### config.mk
export PLATFORM = sky130hd
export DESIGN_NAME = single_cycle_cpu_subset_flat
export DESIGN_NICKNAME = d
export VERILOG_FILES = /design/src/rtl/scs_pkg.sv /design/src/rtl/scs_item_if.sv /design/src/rtl/scs_result_if.sv /design/src/rtl/scs_word_mod.sv /design/src/rtl/single_cycle_cpu_subset.sv /design/src/flat_wrapper.sv
export SDC_FILE = /design/constraint.sdc
export NUM_CORES = 2
export LEC_CHECK = 0
export BUFFER_PORTS_ARGS = -buffer_cell sky130_fd_sc_hd__buf_2
export CORE_MARGIN = 4
export CORE_UTILIZATION = 45
export DETAILED_ROUTE_END_ITERATION = 16
export PLACE_DENSITY = 0.61
export SLEW_MARGIN = 10
export SYNTH_ARGS = -nofsm -noshare
export SYNTH_HDL_FRONTEND = slang
export SYNTH_SLANG_ARGS = --single-unit
export TNS_END_PERCENT = 1
### constraint.sdc
create_clock -name clk -period 46.2 [get_ports clk]
set_input_delay 9.24 -clock clk [delete_from_list [all_inputs] [get_ports clk]]
set_output_delay 9.24 -clock clk [all_outputs]
set_load 0.03 [all_outputs]
### src/rtl/scs_pkg.sv
// ============================================================================
// scs_pkg - shared definitions for the single-cycle CPU subset
// Widths, instruction opcodes and function codes, item modes.
// ============================================================================
`default_nettype none

package scs_pkg;

    // datapath widths
    localparam int XLEN     = 32;
    localparam int REG_W    = 5;
    localparam int NUM_REGS = 32;
    localparam int MODE_W   = 2;
    localparam int WADDR_W  = 30;   // byte address without its low two bits

    // default data memory depth in words
    localparam int DATA_WORDS_DEF = 32;

    // item modes
    typedef enum logic [MODE_W-1:0] {
        MODE_EXEC    = 2'd0,
        MODE_PRE_REG = 2'd1,
        MODE_PRE_MEM = 2'd2
    } mode_t;

    // primary opcodes
    localparam logic [5:0] OP_RTYPE = 6'b000000;
    localparam logic [5:0] OP_J     = 6'b000010;
    localparam logic [5:0] OP_BEQ   = 6'b000100;
    localparam logic [5:0] OP_LW    = 6'b100011;
    localparam logic [5:0] OP_SW    = 6'b101011;

    // R-type function codes
    localparam logic [5:0] FN_ADD = 6'b100000;
    localparam logic [5:0] FN_SUB = 6'b100010;
    localparam logic [5:0] FN_AND = 6'b100100;
    localparam logic [5:0] FN_OR  = 6'b100101;
    localparam logic [5:0] FN_NOR = 6'b100111;
    localparam logic [5:0] FN_SLT = 6'b101010;

endpackage

`default_nettype wire

### src/rtl/scs_item_if.sv
// ============================================================================
// scs_item_if - input channel of the CPU subset
// Valid/ready channel carrying one instruction or preload request per beat.
// ============================================================================
`default_nettype none

interface scs_item_if;
    import scs_pkg::*;

    logic                     valid;
    logic                     ready;
    logic [MODE_W-1:0]        mode;
    logic [XLEN-1:0]          instr_word;
    logic [REG_W-1:0]         preload_index;
    logic signed [XLEN-1:0]   preload_value;

    modport source (
        output valid, mode, instr_word, preload_index, preload_value,
        input  ready
    );

    modport sink (
        input  valid, mode, instr_word, preload_index, preload_value,
        output ready
    );

endinterface

`default_nettype wire

### src/rtl/scs_result_if.sv
// ============================================================================
// scs_result_if - result channel of the CPU subset
// Valid/ready channel carrying one execution report per beat.
// ============================================================================
`default_nettype none

interface scs_result_if;
    import scs_pkg::*;

    logic                     valid;
    logic                     ready;
    logic [XLEN-1:0]          next_pc;
    logic                     reg_written;
    logic [REG_W-1:0]         reg_number;
    logic signed [XLEN-1:0]   reg_result;
    logic                     mem_written;
    logic [XLEN-1:0]          mem_address;
    logic signed [XLEN-1:0]   mem_data;
    logic                     branch_taken;
    logic [XLEN-1:0]          instr_count;

    modport source (
        output valid, next_pc, reg_written, reg_number, reg_result, mem_written,
               mem_address, mem_data, branch_taken, instr_count,
        input  ready
    );

    modport sink (
        input  valid, next_pc, reg_written, reg_number, reg_result, mem_written,
               mem_address, mem_data, branch_taken, instr_count,
        output ready
    );

endinterface

`default_nettype wire

### src/rtl/scs_word_mod.sv
// ============================================================================
// scs_word_mod - word address to data memory index
// Two-stage reduction of a word address modulo DATA_WORDS: reciprocal
// multiply for the quotient, then multiply-back and subtract.
// ============================================================================
`default_nettype none

module scs_word_mod #(
    parameter int DATA_WORDS = scs_pkg::DATA_WORDS_DEF
) (
    input  logic                            clk,
    input  logic                            en,
    input  logic [scs_pkg::WADDR_W-1:0]     word_addr,
    output logic [$clog2(DATA_WORDS)-1:0]   word_idx
);
    import scs_pkg::*;

    // exact reciprocal for every WADDR_W-bit dividend
    localparam int IDX_W   = $clog2(DATA_WORDS);
    localparam int SHIFT   = WADDR_W + IDX_W;
    localparam int RECIP_W = WADDR_W + 1;
    localparam int PROD_W  = WADDR_W + RECIP_W;
    localparam logic [63:0] RECIP_FULL =
        ((64'd1 << SHIFT) + 64'(DATA_WORDS) - 64'd1) / 64'(DATA_WORDS);
    localparam logic [RECIP_W-1:0] RECIP = RECIP_FULL[RECIP_W-1:0];

    logic [PROD_W-1:0]  prod;
    logic [PROD_W-1:0]  prod_sh;
    logic [WADDR_W-1:0] quot_next;
    logic [WADDR_W-1:0] quot_reg;
    logic [WADDR_W-1:0] addr_d_reg;
    logic [WADDR_W-1:0] quot_mul;
    logic [WADDR_W-1:0] rem;
    logic [IDX_W-1:0]   idx_reg;

    // stage 1: quotient by reciprocal
    assign prod      = PROD_W'(word_addr) * PROD_W'(RECIP);
    assign prod_sh   = prod >> SHIFT;
    assign quot_next = prod_sh[WADDR_W-1:0];

    // stage 2: remainder, always below DATA_WORDS
    assign quot_mul = quot_reg * WADDR_W'(DATA_WORDS);
    assign rem      = addr_d_reg - quot_mul;

    always_ff @(posedge clk)
    begin
        if (en)
        begin
            quot_reg   <= quot_next;
            addr_d_reg <= word_addr;
            idx_reg    <= rem[IDX_W-1:0];
        end
    end

    assign word_idx = idx_reg;

endmodule

`default_nettype wire

### src/rtl/single_cycle_cpu_subset.sv
// ============================================================================
// single_cycle_cpu_subset - top level of the CPU subset
// Executes add/sub/and/or/slt/nor, lw, sw, beq and j, or preloads a register
// or data word, one item per beat, and reports the effect of each item.
// ============================================================================
// Sustained rate is one item per clock when no load-use hold, back-pressure or
// sweep stalls it. A result passes execute, two address-reduction stages, data
// memory access and writeback before the output register; the register file
// operands are read on the accepting edge. An instruction that reads the target
// of a lw among the three items before it waits until the load reaches
// writeback, where its data sits in the data memory read register. After reset
// the register file and data memory are swept to zero with item.ready low.
// While a finished result waits in the output register every stage holds; at
// most one more item enters, into the execute register.
`default_nettype none

module single_cycle_cpu_subset #(
    parameter int DATA_WORDS = scs_pkg::DATA_WORDS_DEF
) (
    input  logic          clk,
    input  logic          rst_n,
    scs_item_if.sink      item,
    scs_result_if.source  result
);
    import scs_pkg::*;

    localparam int IDX_W     = $clog2(DATA_WORDS);
    localparam int CLR_WORDS = (DATA_WORDS > NUM_REGS) ? DATA_WORDS : NUM_REGS;
    localparam int CLR_W     = $clog2(CLR_WORDS);
    localparam int NSTG      = 4;           // stages after execute
    localparam int ST_MEM    = 2;           // data memory access stage
    localparam int ST_WB     = NSTG - 1;    // writeback stage

    typedef struct packed {
        logic               rf_we;
        logic [REG_W-1:0]   rf_waddr;
        logic               is_load;
        logic [XLEN-1:0]    rf_wdata;
        logic               rep_reg;
        logic               dm_we;
        logic               dm_re;
        logic [XLEN-1:0]    dm_wdata;
        logic [WADDR_W-1:0] word_addr;
        logic               rep_mem;
        logic [XLEN-1:0]    mem_address;
        logic               branch;
        logic [XLEN-1:0]    next_pc;
        logic [XLEN-1:0]    count;
    } stage_t;

    // storage
    logic [XLEN-1:0] rf_mem [NUM_REGS];
    logic [XLEN-1:0] dmem   [DATA_WORDS];

    // clearing sweep
    logic             clr_busy_reg;
    logic [CLR_W-1:0] clr_idx_reg;
    logic             clr_dm_en;

    // execute stage
    logic               s1_vld_reg;
    logic [MODE_W-1:0]  s1_mode_reg;
    logic [XLEN-1:0]    s1_iw_reg;
    logic [REG_W-1:0]   s1_pidx_reg;
    logic [XLEN-1:0]    s1_pval_reg;
    logic [XLEN-1:0]    rd_a_reg;
    logic [XLEN-1:0]    rd_b_reg;
    logic               byp_a_vld_reg;
    logic               byp_b_vld_reg;
    logic [XLEN-1:0]    byp_a_reg;
    logic [XLEN-1:0]    byp_b_reg;
    logic [XLEN-1:0]    pc_reg;
    logic [XLEN-1:0]    pc_next;
    logic [XLEN-1:0]    cnt_reg;
    logic [XLEN-1:0]    cnt_next;

    logic [5:0]         op;
    logic [REG_W-1:0]   s1_rs;
    logic [REG_W-1:0]   s1_rt;
    logic [REG_W-1:0]   s1_rd;
    logic [5:0]         fn;
    logic [XLEN-1:0]    sext;
    logic [XLEN-1:0]    seq_pc;
    logic [XLEN-1:0]    opa;
    logic [XLEN-1:0]    opb;
    logic               pend_a;
    logic               pend_b;
    logic [XLEN-1:0]    alu_res;
    logic               alu_ok;
    logic [XLEN-1:0]    mem_addr;
    stage_t             stg_next;

    // handshake and pipeline control
    logic               item_acc;
    logic               pipe_en;
    logic               hazard;
    logic               s1_move;
    logic               hit_a_in;
    logic               hit_b_in;

    // back stages
    logic [NSTG-1:0]    st_vld_reg;
    stage_t             st_reg [NSTG];
    logic [IDX_W-1:0]   dm_idx;
    logic               dm_wr_en;
    logic               dm_rd_en;
    logic [XLEN-1:0]    dmem_q_reg;
    logic               wb_en;
    logic [REG_W-1:0]   wb_addr;
    logic [XLEN-1:0]    wb_data;

    // output register
    logic               out_vld_reg;
    logic [XLEN-1:0]    out_pc_reg;
    logic               out_rwr_reg;
    logic [REG_W-1:0]   out_rnum_reg;
    logic [XLEN-1:0]    out_rres_reg;
    logic               out_mwr_reg;
    logic [XLEN-1:0]    out_maddr_reg;
    logic [XLEN-1:0]    out_mdata_reg;
    logic               out_br_reg;
    logic [XLEN-1:0]    out_cnt_reg;

    // ------------------------------------------------------------------
    // handshake
    // ------------------------------------------------------------------
    assign pipe_en    = !out_vld_reg || result.ready;
    assign hazard     = s1_vld_reg && (s1_mode_reg == MODE_EXEC) && (pend_a || pend_b);
    assign s1_move    = s1_vld_reg && pipe_en && !hazard;
    assign item.ready = !clr_busy_reg && (!s1_vld_reg || s1_move);
    assign item_acc   = item.valid && item.ready;

    // ------------------------------------------------------------------
    // clearing sweep after reset
    // ------------------------------------------------------------------
    always_ff @(posedge clk or negedge rst_n)
    begin
        if (!rst_n)
        begin
            clr_busy_reg <= 1'b1;
            clr_idx_reg  <= '0;
        end
        else if (clr_busy_reg)
        begin
            if (clr_idx_reg == CLR_W'(CLR_WORDS - 1))
                clr_busy_reg <= 1'b0;
            else
                clr_idx_reg <= clr_idx_reg + 1'b1;
        end
    end

    assign clr_dm_en = ({1'b0, clr_idx_reg} < (CLR_W + 1)'(DATA_WORDS));

    // ------------------------------------------------------------------
    // register file: two registered reads, one write
    // ------------------------------------------------------------------
    always_ff @(posedge clk)
    begin
        if (clr_busy_reg)
            rf_mem[clr_idx_reg[REG_W-1:0]] <= '0;
        else if (wb_en)
            rf_mem[wb_addr] <= wb_data;
        if (item_acc)
        begin
            rd_a_reg <= rf_mem[item.instr_word[25:21]];
            rd_b_reg <= rf_mem[item.instr_word[20:16]];
        end
    end

    // writeback written on the same edge as the read needs a bypass
    assign hit_a_in = st_vld_reg[ST_WB] && st_reg[ST_WB].rf_we
                      && (st_reg[ST_WB].rf_waddr == item.instr_word[25:21]);
    assign hit_b_in = st_vld_reg[ST_WB] && st_reg[ST_WB].rf_we
                      && (st_reg[ST_WB].rf_waddr == item.instr_word[20:16]);

    // ------------------------------------------------------------------
    // execute stage registers
    // ------------------------------------------------------------------
    always_ff @(posedge clk or negedge rst_n)
    begin
        if (!rst_n)
        begin
            s1_vld_reg    <= 1'b0;
            byp_a_vld_reg <= 1'b0;
            byp_b_vld_reg <= 1'b0;
            pc_reg        <= '0;
            cnt_reg       <= '0;
        end
        else
        begin
            if (item_acc)
            begin
                s1_vld_reg    <= 1'b1;
                byp_a_vld_reg <= hit_a_in;
                byp_b_vld_reg <= hit_b_in;
            end
            else if (s1_move)
                s1_vld_reg <= 1'b0;
            else if (s1_vld_reg)
            begin
                // held: keep the resolved operands
                byp_a_vld_reg <= 1'b1;
                byp_b_vld_reg <= 1'b1;
            end
            if (s1_move)
            begin
                pc_reg  <= pc_next;
                cnt_reg <= cnt_next;
            end
        end
    end

    always_ff @(posedge clk)
    begin
        if (item_acc)
        begin
            s1_mode_reg <= item.mode;
            s1_iw_reg   <= item.instr_word;
            s1_pidx_reg <= item.preload_index;
            s1_pval_reg <= item.preload_value;
            byp_a_reg   <= wb_data;
            byp_b_reg   <= wb_data;
        end
        else if (s1_vld_reg && !s1_move)
        begin
            byp_a_reg <= opa;
            byp_b_reg <= opb;
        end
    end

    // instruction fields
    assign op     = s1_iw_reg[31:26];
    assign s1_rs  = s1_iw_reg[25:21];
    assign s1_rt  = s1_iw_reg[20:16];
    assign s1_rd  = s1_iw_reg[15:11];
    assign fn     = s1_iw_reg[5:0];
    assign sext   = {{(XLEN-16){s1_iw_reg[15]}}, s1_iw_reg[15:0]};
    assign seq_pc = pc_reg + XLEN'(4);

    // operand forwarding, newest producer wins; loads resolve at writeback
    always_comb
    begin
        opa    = byp_a_vld_reg ? byp_a_reg : rd_a_reg;
        opb    = byp_b_vld_reg ? byp_b_reg : rd_b_reg;
        pend_a = 1'b0;
        pend_b = 1'b0;
        for (int i = NSTG - 1; i >= 0; i--)
        begin
            if (st_vld_reg[i] && st_reg[i].rf_we && (st_reg[i].rf_waddr == s1_rs))
            begin
                if (!st_reg[i].is_load)
                begin
                    opa    = st_reg[i].rf_wdata;
                    pend_a = 1'b0;
                end
                else if (i == ST_WB)
                begin
                    opa    = dmem_q_reg;
                    pend_a = 1'b0;
                end
                else
                    pend_a = 1'b1;
            end
            if (st_vld_reg[i] && st_reg[i].rf_we && (st_reg[i].rf_waddr == s1_rt))
            begin
                if (!st_reg[i].is_load)
                begin
                    opb    = st_reg[i].rf_wdata;
                    pend_b = 1'b0;
                end
                else if (i == ST_WB)
                begin
                    opb    = dmem_q_reg;
                    pend_b = 1'b0;
                end
                else
                    pend_b = 1'b1;
            end
        end
    end

    // ALU for R-type
    always_comb
    begin
        alu_ok = 1'b1;
        unique case (fn)
            FN_ADD:  alu_res = opa + opb;
            FN_SUB:  alu_res = opa - opb;
            FN_AND:  alu_res = opa & opb;
            FN_OR:   alu_res = opa | opb;
            FN_NOR:  alu_res = ~(opa | opb);
            FN_SLT:  alu_res = {{(XLEN-1){1'b0}}, ($signed(opa) < $signed(opb))};
            default:
            begin
                alu_res = '0;
                alu_ok  = 1'b0;
            end
        endcase
    end

    assign mem_addr = opa + sext;

    // item decode into the stage record, PC and count update
    always_comb
    begin
        stg_next         = '0;
        stg_next.next_pc = pc_reg;
        stg_next.count   = cnt_reg;
        pc_next          = pc_reg;
        cnt_next         = cnt_reg;
        unique case (s1_mode_reg)
            MODE_EXEC:
            begin
                cnt_next = cnt_reg + 1'b1;
                pc_next  = seq_pc;
                unique case (op)
                    OP_RTYPE:
                    begin
                        if (alu_ok && (s1_rd != '0))
                        begin
                            stg_next.rf_we    = 1'b1;
                            stg_next.rep_reg  = 1'b1;
                            stg_next.rf_waddr = s1_rd;
                            stg_next.rf_wdata = alu_res;
                        end
                    end
                    OP_LW:
                    begin
                        stg_next.dm_re       = 1'b1;
                        stg_next.word_addr   = mem_addr[XLEN-1:2];
                        stg_next.mem_address = mem_addr;
                        if (s1_rt != '0)
                        begin
                            stg_next.rf_we    = 1'b1;
                            stg_next.rep_reg  = 1'b1;
                            stg_next.is_load  = 1'b1;
                            stg_next.rf_waddr = s1_rt;
                        end
                    end
                    OP_SW:
                    begin
                        stg_next.dm_we       = 1'b1;
                        stg_next.rep_mem     = 1'b1;
                        stg_next.word_addr   = mem_addr[XLEN-1:2];
                        stg_next.mem_address = mem_addr;
                        stg_next.dm_wdata    = opb;
                    end
                    OP_BEQ:
                    begin
                        if (opa == opb)
                        begin
                            pc_next         = seq_pc + {sext[XLEN-3:0], 2'b00};
                            stg_next.branch = 1'b1;
                        end
                    end
                    OP_J:
                    begin
                        pc_next         = {seq_pc[XLEN-1:28], s1_iw_reg[25:0], 2'b00};
                        stg_next.branch = 1'b1;
                    end
                    default: ;
                endcase
                stg_next.next_pc = pc_next;
                stg_next.count   = cnt_next;
            end
            MODE_PRE_REG:
            begin
                if (s1_pidx_reg != '0)
                begin
                    stg_next.rf_we    = 1'b1;
                    stg_next.rf_waddr = s1_pidx_reg;
                    stg_next.rf_wdata = s1_pval_reg;
                end
            end
            MODE_PRE_MEM:
            begin
                stg_next.dm_we     = 1'b1;
                stg_next.word_addr = WADDR_W'(s1_pidx_reg);
                stg_next.dm_wdata  = s1_pval_reg;
            end
            default: ;
        endcase
    end

    // ------------------------------------------------------------------
    // back stages: address reduction, memory access, writeback
    // ------------------------------------------------------------------
    always_ff @(posedge clk or negedge rst_n)
    begin
        if (!rst_n)
            st_vld_reg <= '0;
        else if (pipe_en)
            st_vld_reg <= {st_vld_reg[NSTG-2:0], s1_move};
    end

    always_ff @(posedge clk)
    begin
        if (pipe_en)
        begin
            st_reg[0] <= stg_next;
            for (int i = 1; i < NSTG; i++)
                st_reg[i] <= st_reg[i-1];
        end
    end

    scs_word_mod #(
        .DATA_WORDS (DATA_WORDS)
    ) u_word_mod (
        .clk       (clk),
        .en        (pipe_en),
        .word_addr (st_reg[0].word_addr),
        .word_idx  (dm_idx)
    );

    // data memory: one write, one registered read
    assign dm_wr_en = pipe_en && st_vld_reg[ST_MEM] && st_reg[ST_MEM].dm_we;
    assign dm_rd_en = pipe_en && st_vld_reg[ST_MEM] && st_reg[ST_MEM].dm_re;

    always_ff @(posedge clk)
    begin
        if (clr_busy_reg)
        begin
            if (clr_dm_en)
                dmem[clr_idx_reg[IDX_W-1:0]] <= '0;
        end
        else if (dm_wr_en)
            dmem[dm_idx] <= st_reg[ST_MEM].dm_wdata;
        if (dm_rd_en)
            dmem_q_reg <= dmem[dm_idx];
    end

    // register writeback
    assign wb_en   = pipe_en && st_vld_reg[ST_WB] && st_reg[ST_WB].rf_we;
    assign wb_addr = st_reg[ST_WB].rf_waddr;
    assign wb_data = st_reg[ST_WB].is_load ? dmem_q_reg : st_reg[ST_WB].rf_wdata;

    // ------------------------------------------------------------------
    // output register
    // ------------------------------------------------------------------
    always_ff @(posedge clk or negedge rst_n)
    begin
        if (!rst_n)
            out_vld_reg <= 1'b0;
        else if (pipe_en)
            out_vld_reg <= st_vld_reg[ST_WB];
    end

    always_ff @(posedge clk)
    begin
        if (pipe_en && st_vld_reg[ST_WB])
        begin
            out_pc_reg    <= st_reg[ST_WB].next_pc;
            out_rwr_reg   <= st_reg[ST_WB].rep_reg;
            out_rnum_reg  <= st_reg[ST_WB].rep_reg ? wb_addr : '0;
            out_rres_reg  <= st_reg[ST_WB].rep_reg ? wb_data : '0;
            out_mwr_reg   <= st_reg[ST_WB].rep_mem;
            out_maddr_reg <= st_reg[ST_WB].mem_address;
            out_mdata_reg <= st_reg[ST_WB].rep_mem ? st_reg[ST_WB].dm_wdata : '0;
            out_br_reg    <= st_reg[ST_WB].branch;
            out_cnt_reg   <= st_reg[ST_WB].count;
        end
    end

    assign result.valid        = out_vld_reg;
    assign result.next_pc      = out_pc_reg;
    assign result.reg_written  = out_rwr_reg;
    assign result.reg_number   = out_rnum_reg;
    assign result.reg_result   = out_rres_reg;
    assign result.mem_written  = out_mwr_reg;
    assign result.mem_address  = out_maddr_reg;
    assign result.mem_data     = out_mdata_reg;
    assign result.branch_taken = out_br_reg;
    assign result.instr_count  = out_cnt_reg;

`ifndef NO_ASSERTIONS
    // register zero is never written back
    a_no_r0_write: assert property (@(posedge clk) disable iff (!rst_n)
        wb_en |-> (wb_addr != '0))
        else $error("writeback to register zero");

    // the clearing sweep runs once after reset
    a_clear_once: assert property (@(posedge clk) disable iff (!rst_n)
        !clr_busy_reg |=> !clr_busy_reg)
        else $error("clearing sweep restarted");

    // a load-use hold needs a load still in flight ahead of writeback
    a_hazard_src: assert property (@(posedge clk) disable iff (!rst_n)
        hazard |-> (st_vld_reg[ST_MEM:0] != '0))
        else $error("operand hold with no load in flight");

    // a held instruction keeps its resolved operands
    a_hold_refresh: assert property (@(posedge clk) disable iff (!rst_n)
        (s1_vld_reg && !s1_move) |=> (byp_a_vld_reg && byp_b_vld_reg))
        else $error("held operands not refreshed");
`endif

endmodule

`default_nettype wire
### src/flat_wrapper.sv
// flat-port wrapper written by rule: the top's interface ports become plain ports
module single_cycle_cpu_subset_flat import scs_pkg::*;
#(
    parameter int DATA_WORDS = scs_pkg::DATA_WORDS_DEF
)
  (clk, rst_n, item_valid, item_mode, item_instr_word, item_preload_index, item_preload_value, item_ready, result_valid, result_next_pc, result_reg_written, result_reg_number, result_reg_result, result_mem_written, result_mem_address, result_mem_data, result_branch_taken, result_instr_count, result_ready);
  scs_item_if item_i ();
  scs_result_if result_i ();
  input  logic clk;
  input  logic rst_n;
  input wire logic [$bits(item_i.valid)-1:0] item_valid;
  input wire logic [$bits(item_i.mode)-1:0] item_mode;
  input wire logic [$bits(item_i.instr_word)-1:0] item_instr_word;
  input wire logic [$bits(item_i.preload_index)-1:0] item_preload_index;
  input wire logic [$bits(item_i.preload_value)-1:0] item_preload_value;
  output wire logic [$bits(item_i.ready)-1:0] item_ready;
  output wire logic [$bits(result_i.valid)-1:0] result_valid;
  output wire logic [$bits(result_i.next_pc)-1:0] result_next_pc;
  output wire logic [$bits(result_i.reg_written)-1:0] result_reg_written;
  output wire logic [$bits(result_i.reg_number)-1:0] result_reg_number;
  output wire logic [$bits(result_i.reg_result)-1:0] result_reg_result;
  output wire logic [$bits(result_i.mem_written)-1:0] result_mem_written;
  output wire logic [$bits(result_i.mem_address)-1:0] result_mem_address;
  output wire logic [$bits(result_i.mem_data)-1:0] result_mem_data;
  output wire logic [$bits(result_i.branch_taken)-1:0] result_branch_taken;
  output wire logic [$bits(result_i.instr_count)-1:0] result_instr_count;
  input wire logic [$bits(result_i.ready)-1:0] result_ready;
  assign item_i.valid = item_valid;
  assign item_i.mode = item_mode;
  assign item_i.instr_word = item_instr_word;
  assign item_i.preload_index = item_preload_index;
  assign item_i.preload_value = item_preload_value;
  assign item_ready = item_i.ready;
  assign result_valid = result_i.valid;
  assign result_next_pc = result_i.next_pc;
  assign result_reg_written = result_i.reg_written;
  assign result_reg_number = result_i.reg_number;
  assign result_reg_result = result_i.reg_result;
  assign result_mem_written = result_i.mem_written;
  assign result_mem_address = result_i.mem_address;
  assign result_mem_data = result_i.mem_data;
  assign result_branch_taken = result_i.branch_taken;
  assign result_instr_count = result_i.instr_count;
  assign result_i.ready = result_ready;
  single_cycle_cpu_subset #(.DATA_WORDS(DATA_WORDS)) u_core (.clk(clk), .rst_n(rst_n), .item(item_i), .result(result_i));
endmodule
# Yosys cells after proc, flatten, opt, wreduce, memory -nomap -nowiden
# Memories as Yosys holds them, arrays and structs flattened. A register that Yosys moved wholly into a read port is not among the register bits.
# Index checks and enable logic that the tools add are counted.
# totals
ff_bits	391
ramBits	2856
inputBits	75
out_inout_bits	170
elab_cells	200
mem_count	3
# mem_list
name	depth	word_bits	rd	rd_clocked_by_memory_dff	wr	line	text
u_core.dmem	32	32	1	1	1	single_cycle_cpu_subset.sv:53	logic [XLEN-1:0] dmem [DATA_WORDS];
u_core.rf_mem	32	32	2	2	1	single_cycle_cpu_subset.sv:52	logic [XLEN-1:0] rf_mem [NUM_REGS];
u_core.st_reg	4	202	4	0	4	single_cycle_cpu_subset.sv:103	stage_t st_reg [NSTG];
# op_classes
n_addsub	8
n_lt_le_gt_ge	1
eq_ne	25
muxes	83
bitwise	4
reduce_logical	50
# op_table
cell	count
2-to-1 mux 32 bit	28
one-hot mux 32 bit (6 select lines)	1
one-hot mux 32 bit (2 select lines)	2
one-hot mux 62 bit (2 select lines)	1
2-to-1 mux 98 bit	1
adder 32 bit	3
OR reduction 32 bit	2
== test 5 bit	10
== test 6 bit, second input constant	8
2-to-1 mux 1 bit	38
2-to-1 mux 33 bit	1
adder 32 x 1 -> 32 bit, second input constant	1
adder 32 x 3 -> 32 bit, second input constant	1
AND 32 bit	1
== test 32 bit	1
< comparator 32 bit	1
inverter 32 bit	1
OR 32 bit	1
subtractor 32 bit	1
2-to-1 mux 30 bit	1
logical AND 1 bit	27
one-hot mux 6 bit (2 select lines)	2
nonzero test 5 bit	3
2-to-1 mux 6 bit	2
20 further kinds	33

# Logic depth before layout (Yosys ltp)
# An unclocked memory read counts as a cell.
# logic_depth
depth_word	16
ltp_mapped	23
ltp_nobuf	21

# Cells and area by module
# From an unflattened synthesis, not the netlist that was laid out.
# unflattened
cells_unflattened	7572
hier_area_um2	139009.6
# modules_own_cells
module	instances	cells_per_inst	area_per_inst_um2	seq_area_each_um2
single_cycle_cpu_subset	1	7562	138709.3	96934.2
scs_word_mod	1	10	300.3	300.3

# Worst setup path after synthesis
# Ideal clock, no wire load.
# synth_path
kind	input to register
from	input port result_ready
to	register u_core.out_br_reg (netlist: u_core.result.branch_taken) (read register of u_core.st_reg), enable pin
setup_time_ns	0.995
arrival_time_ns	29.200
t_required_ns	45.205
path_slack_ns	16.005
stages	4
path_buffers	1
cell_sequence	nor2b_1 -> clkbuf_1 -> clkinv_1 -> and2_1
# synth_between
elab_chain_len	2
# synth_rtl
element	line	text
from (decl)	flat_wrapper.sv:27	input wire logic [$bits(result_i.ready)-1:0] result_ready;
logical OR 1 bit	single_cycle_cpu_subset.sv:127	assign pipe_en = !out_vld_reg || result.ready;
logical AND 1 bit	single_cycle_cpu_subset.sv:450	if (pipe_en && st_vld_reg[ST_WB])
to (decl)	single_cycle_cpu_subset.sv:121	logic out_br_reg;
# No other way between the ends.
# A chain may end at the register's enable or synchronous reset.

# Worst setup path after layout
# layout_path
from	input port result_ready
to	output port item_ready
# layout_between
elab_chain_len	5
# layout_rtl
element	line	text
logical OR 1 bit	single_cycle_cpu_subset.sv:127	
logical AND 1 bit (2 in a row)	single_cycle_cpu_subset.sv:129	assign s1_move = s1_vld_reg && pipe_en && !hazard;
logical OR 1 bit	single_cycle_cpu_subset.sv:130	assign item.ready = !clr_busy_reg && (!s1_vld_reg || s1_move);
logical AND 1 bit	single_cycle_cpu_subset.sv:130	
to (decl)	flat_wrapper.sv:16	output wire logic [$bits(item_i.ready)-1:0] item_ready;
# No other way between the ends.

==> reports/results.txt <==
Setup TNS Final = 0 ns
Root Buffer = clkbuf_16
Post-DP HPWL = 223 mm
Fin Hold WS = 0.383 ns
Gpl congestion = 0.879
Hold Path Stages = 0
Hold_buf cts = 0
Number of placement rows = 203
Clk_lat worst skew = 0.94 ns
Crit Path Category = input port to primary output
Synth-to-Final Area Change = 13.2%
Largest net degree at the start of global routing = 170
DRC = 0
Count of cell types in the netlist = 100
IO Port Bufs = 244
Reg2reg path depth = 18
Post-synthesis compound-gate area fraction = 0.0451
Remaining Overflow, GRT = 0
Cell Area, Synth = 0.139 mm²
Worst-Margin Slew = 1.32 ns
Die Wd = 563 µm
Reg area = 0.0965 mm²
Synth Instances = 7498
Pre-antenna DRT Iters = 6
Final net count = 8113
Core area = 0.306 mm²
Wire per inst = 31.4 µm
Leakage = 51.7 nW
Leading cell type by number of instances after synthesis = edfxtp_1
Xor/xnor share of the synthesized area = 0.0126
Max Cap Viol = 0
Worst path required time = 36.96 ns
Die Y = 563 µm
Post-route setup slack = 26.38 ns
Routed WL = 385 mm
Synth Flop Type = edfxtp_1
Clk buf depth = 4
Setup Buffers After CTS = 0
Startpoint Class = input port
Most instantiated cells after synthesis = edfxtp_1 (3148), mux4_2 (960), nor2_1 (447), nand2_1 (293), clkbuf_1 (280)
CTS-repair resized insts = 0
Final Critical Period = 19.82 ns
Drt initial violations = 9442
Synth async-reset ratio = 0.0242
Multi-input gate area = 0.0404 mm²
Layout cells sized above 1 = 0.271
Hold EP = u_core.st_reg[1][155]
Relative slew slack = 0.0982
CTS tree = done
Hold_sp = u_core.st_reg[0][155]
Vias in the first global route = 74.0k
Antenna violations before repair = 16
Clk_skew = 0.0821 ns
DIE AREA = 0.317 mm²
H-tree depth = 5
Clk pin slew, worst setup/hold paths = 0.06 ns
Post-synth top area share = 0.682
Sequential share of the synthesized area = 0.696
#FFs+latches synth = 3226
Max-slew violation count = 0
Setup crit end kind = primary output
Post-synthesis simple-gate area fraction = 0.0398
Unrepaired setup endpoints after global routing = false
IO Count = 245
Endpoint of the worst register-to-register path = u_core.st_reg[0][163]
Drt via density = 6.12
Hold violation count in the final report = 0
CP top delay family = simple AND/OR/NAND/NOR gates
First-pass GRT wire length = 544 mm
YS warnings = 0
Adder-Cell Fraction of Synth Area = 0.0150
Max VDD drop = 0.0344 mV
Largest family of logic cells by synthesized area = multiplexers
Via Count = 75.1k
Crit-path max FO = 7
Gr usage total = 0.239
Number of synthesized flops with an enable pin = 3148
Pwr/cell area = 58.4 mW/mm²
R2R Path Start = u_core.st_reg[3][197]
# fillers = 24.5k
Post-synthesis mux area share = 0.174
Max Clock Freq = 50.5 MHz
Final setup fails = 0
Detail Route Antenna Nets = 0
Critical Path AT = 10.58 ns
CTS Buf Count = 345
Hold Path Class = flop to flop
Status = finished clean
CP Cell Sequence = buf_2, nor2b_1, o21ai_2, nor2b_1, buf_2
Yosys top cell by area = edfxtp_1
Top cells by area, synth = edfxtp_1 (68%), mux4_2 (16%), ha_1 (1.4%)
Pre-CTS setup slack = 26.33 ns
Clk sinks = 3226
Crit-path max cell delay = 0.61 ns
R2R Setup Slk = 39.11 ns
CP max stage cell = nor2b_1
Initial core utilization = 0.453
Mapped Nets = 7737
CP Buf/Inv Count = 2
Period utilization = 0.429
Syn avg cell area = 18.5 µm²
-- routing by layer --
layer	vias to the layer above	GRT usage	part of all wire
li1	31293	-	-
met1	39627	0.340	0.41
met2	3492	0.376	0.47
met3	653	0.0372	0.082
met4	4	0.0848	0.039
met5	-	0	0.000062
-- cell type report --
class | count | share of cell area
clock buffer | 415 | 0.0572
multi-input combinational | 3697 | 0.257
antenna | 8 | 0.000128
clock inverter | 210 | 0.0153
sequential | 3226 | 0.615
inverter | 133 | 0.00324
tap | 4100 | 0.0327
timing repair buffer | 471 | 0.0193
-- report_power, final --
| group | internal [mW] | switching, mW |
|---|---|---|
| Sequential | 3.87 | 0.230 |
| Clock | 1.62 | 1.16 |
| Combinational | 0.812 | 1.47 |
| Total | 6.31 | 2.86 |
-- through the flow --
stage | utilization | total power [mW] | area (µm²) | std cells
final | 0.512 | 9.17 | 157000 | 12260
after global routing | 0.512 | 9.53 | 157000 | 12253
after floorplan | - | 5.66 | 139000 | 7498
after detailed placement | 0.475 | 6.43 | 146000 | 11627
after global placement | 0.475 | 6.40 | 146000 | 11627
after CTS | 0.512 | 9.23 | 157000 | 12252
-- cells by family after synthesis --
group / Yosys count
AND/OR/NAND/NOR: 1174
XOR/XNOR: 199
flip-flops: 3226
adder cells (fa/ha/maj): 164
multiplexers: 1197
buffers and inverters: 575
AO/OA/AOI/OAI: 963
-- cells in the final DEF (no fill, tap or decap), types with 61 or more instances in the layout --
master	n
mux4_2	960
clkbuf_16	348
a211oi_1	83
nor2_1	369
dfrtp_1	76
a21oi_1	276
clkinv_1	73
mux2_2	132
xor2_1	93
nor2b_1	85
buf_2	235
a21o_1	61
ha_1	160
nand2_1	292
o21ai_0	203
nor2_4	67
buf_4	226
xnor2_1	106
inv_1	121
edfxtp_1	3148
and2_1	78
clkbuf_1	65
mux2i_1	105
-- worst max-delay path by stage --
stage | slack [ns] | endpoint | depth (start not counted) | from
finish | 26.38 | item_ready | 5 | result_ready
global route | 26.23 | item_ready | 5 | result_ready
CTS | 26.33 | item_ready | 5 | result_ready
detailed placement | 26.33 | item_ready | 5 | result_ready
global placement | 26.35 | item_ready | 5 | result_ready
floorplan | 16.00 | u_core.result.branch_taken | 4 | result_ready
Note: power is estimated with default switching activity, not from simulation.
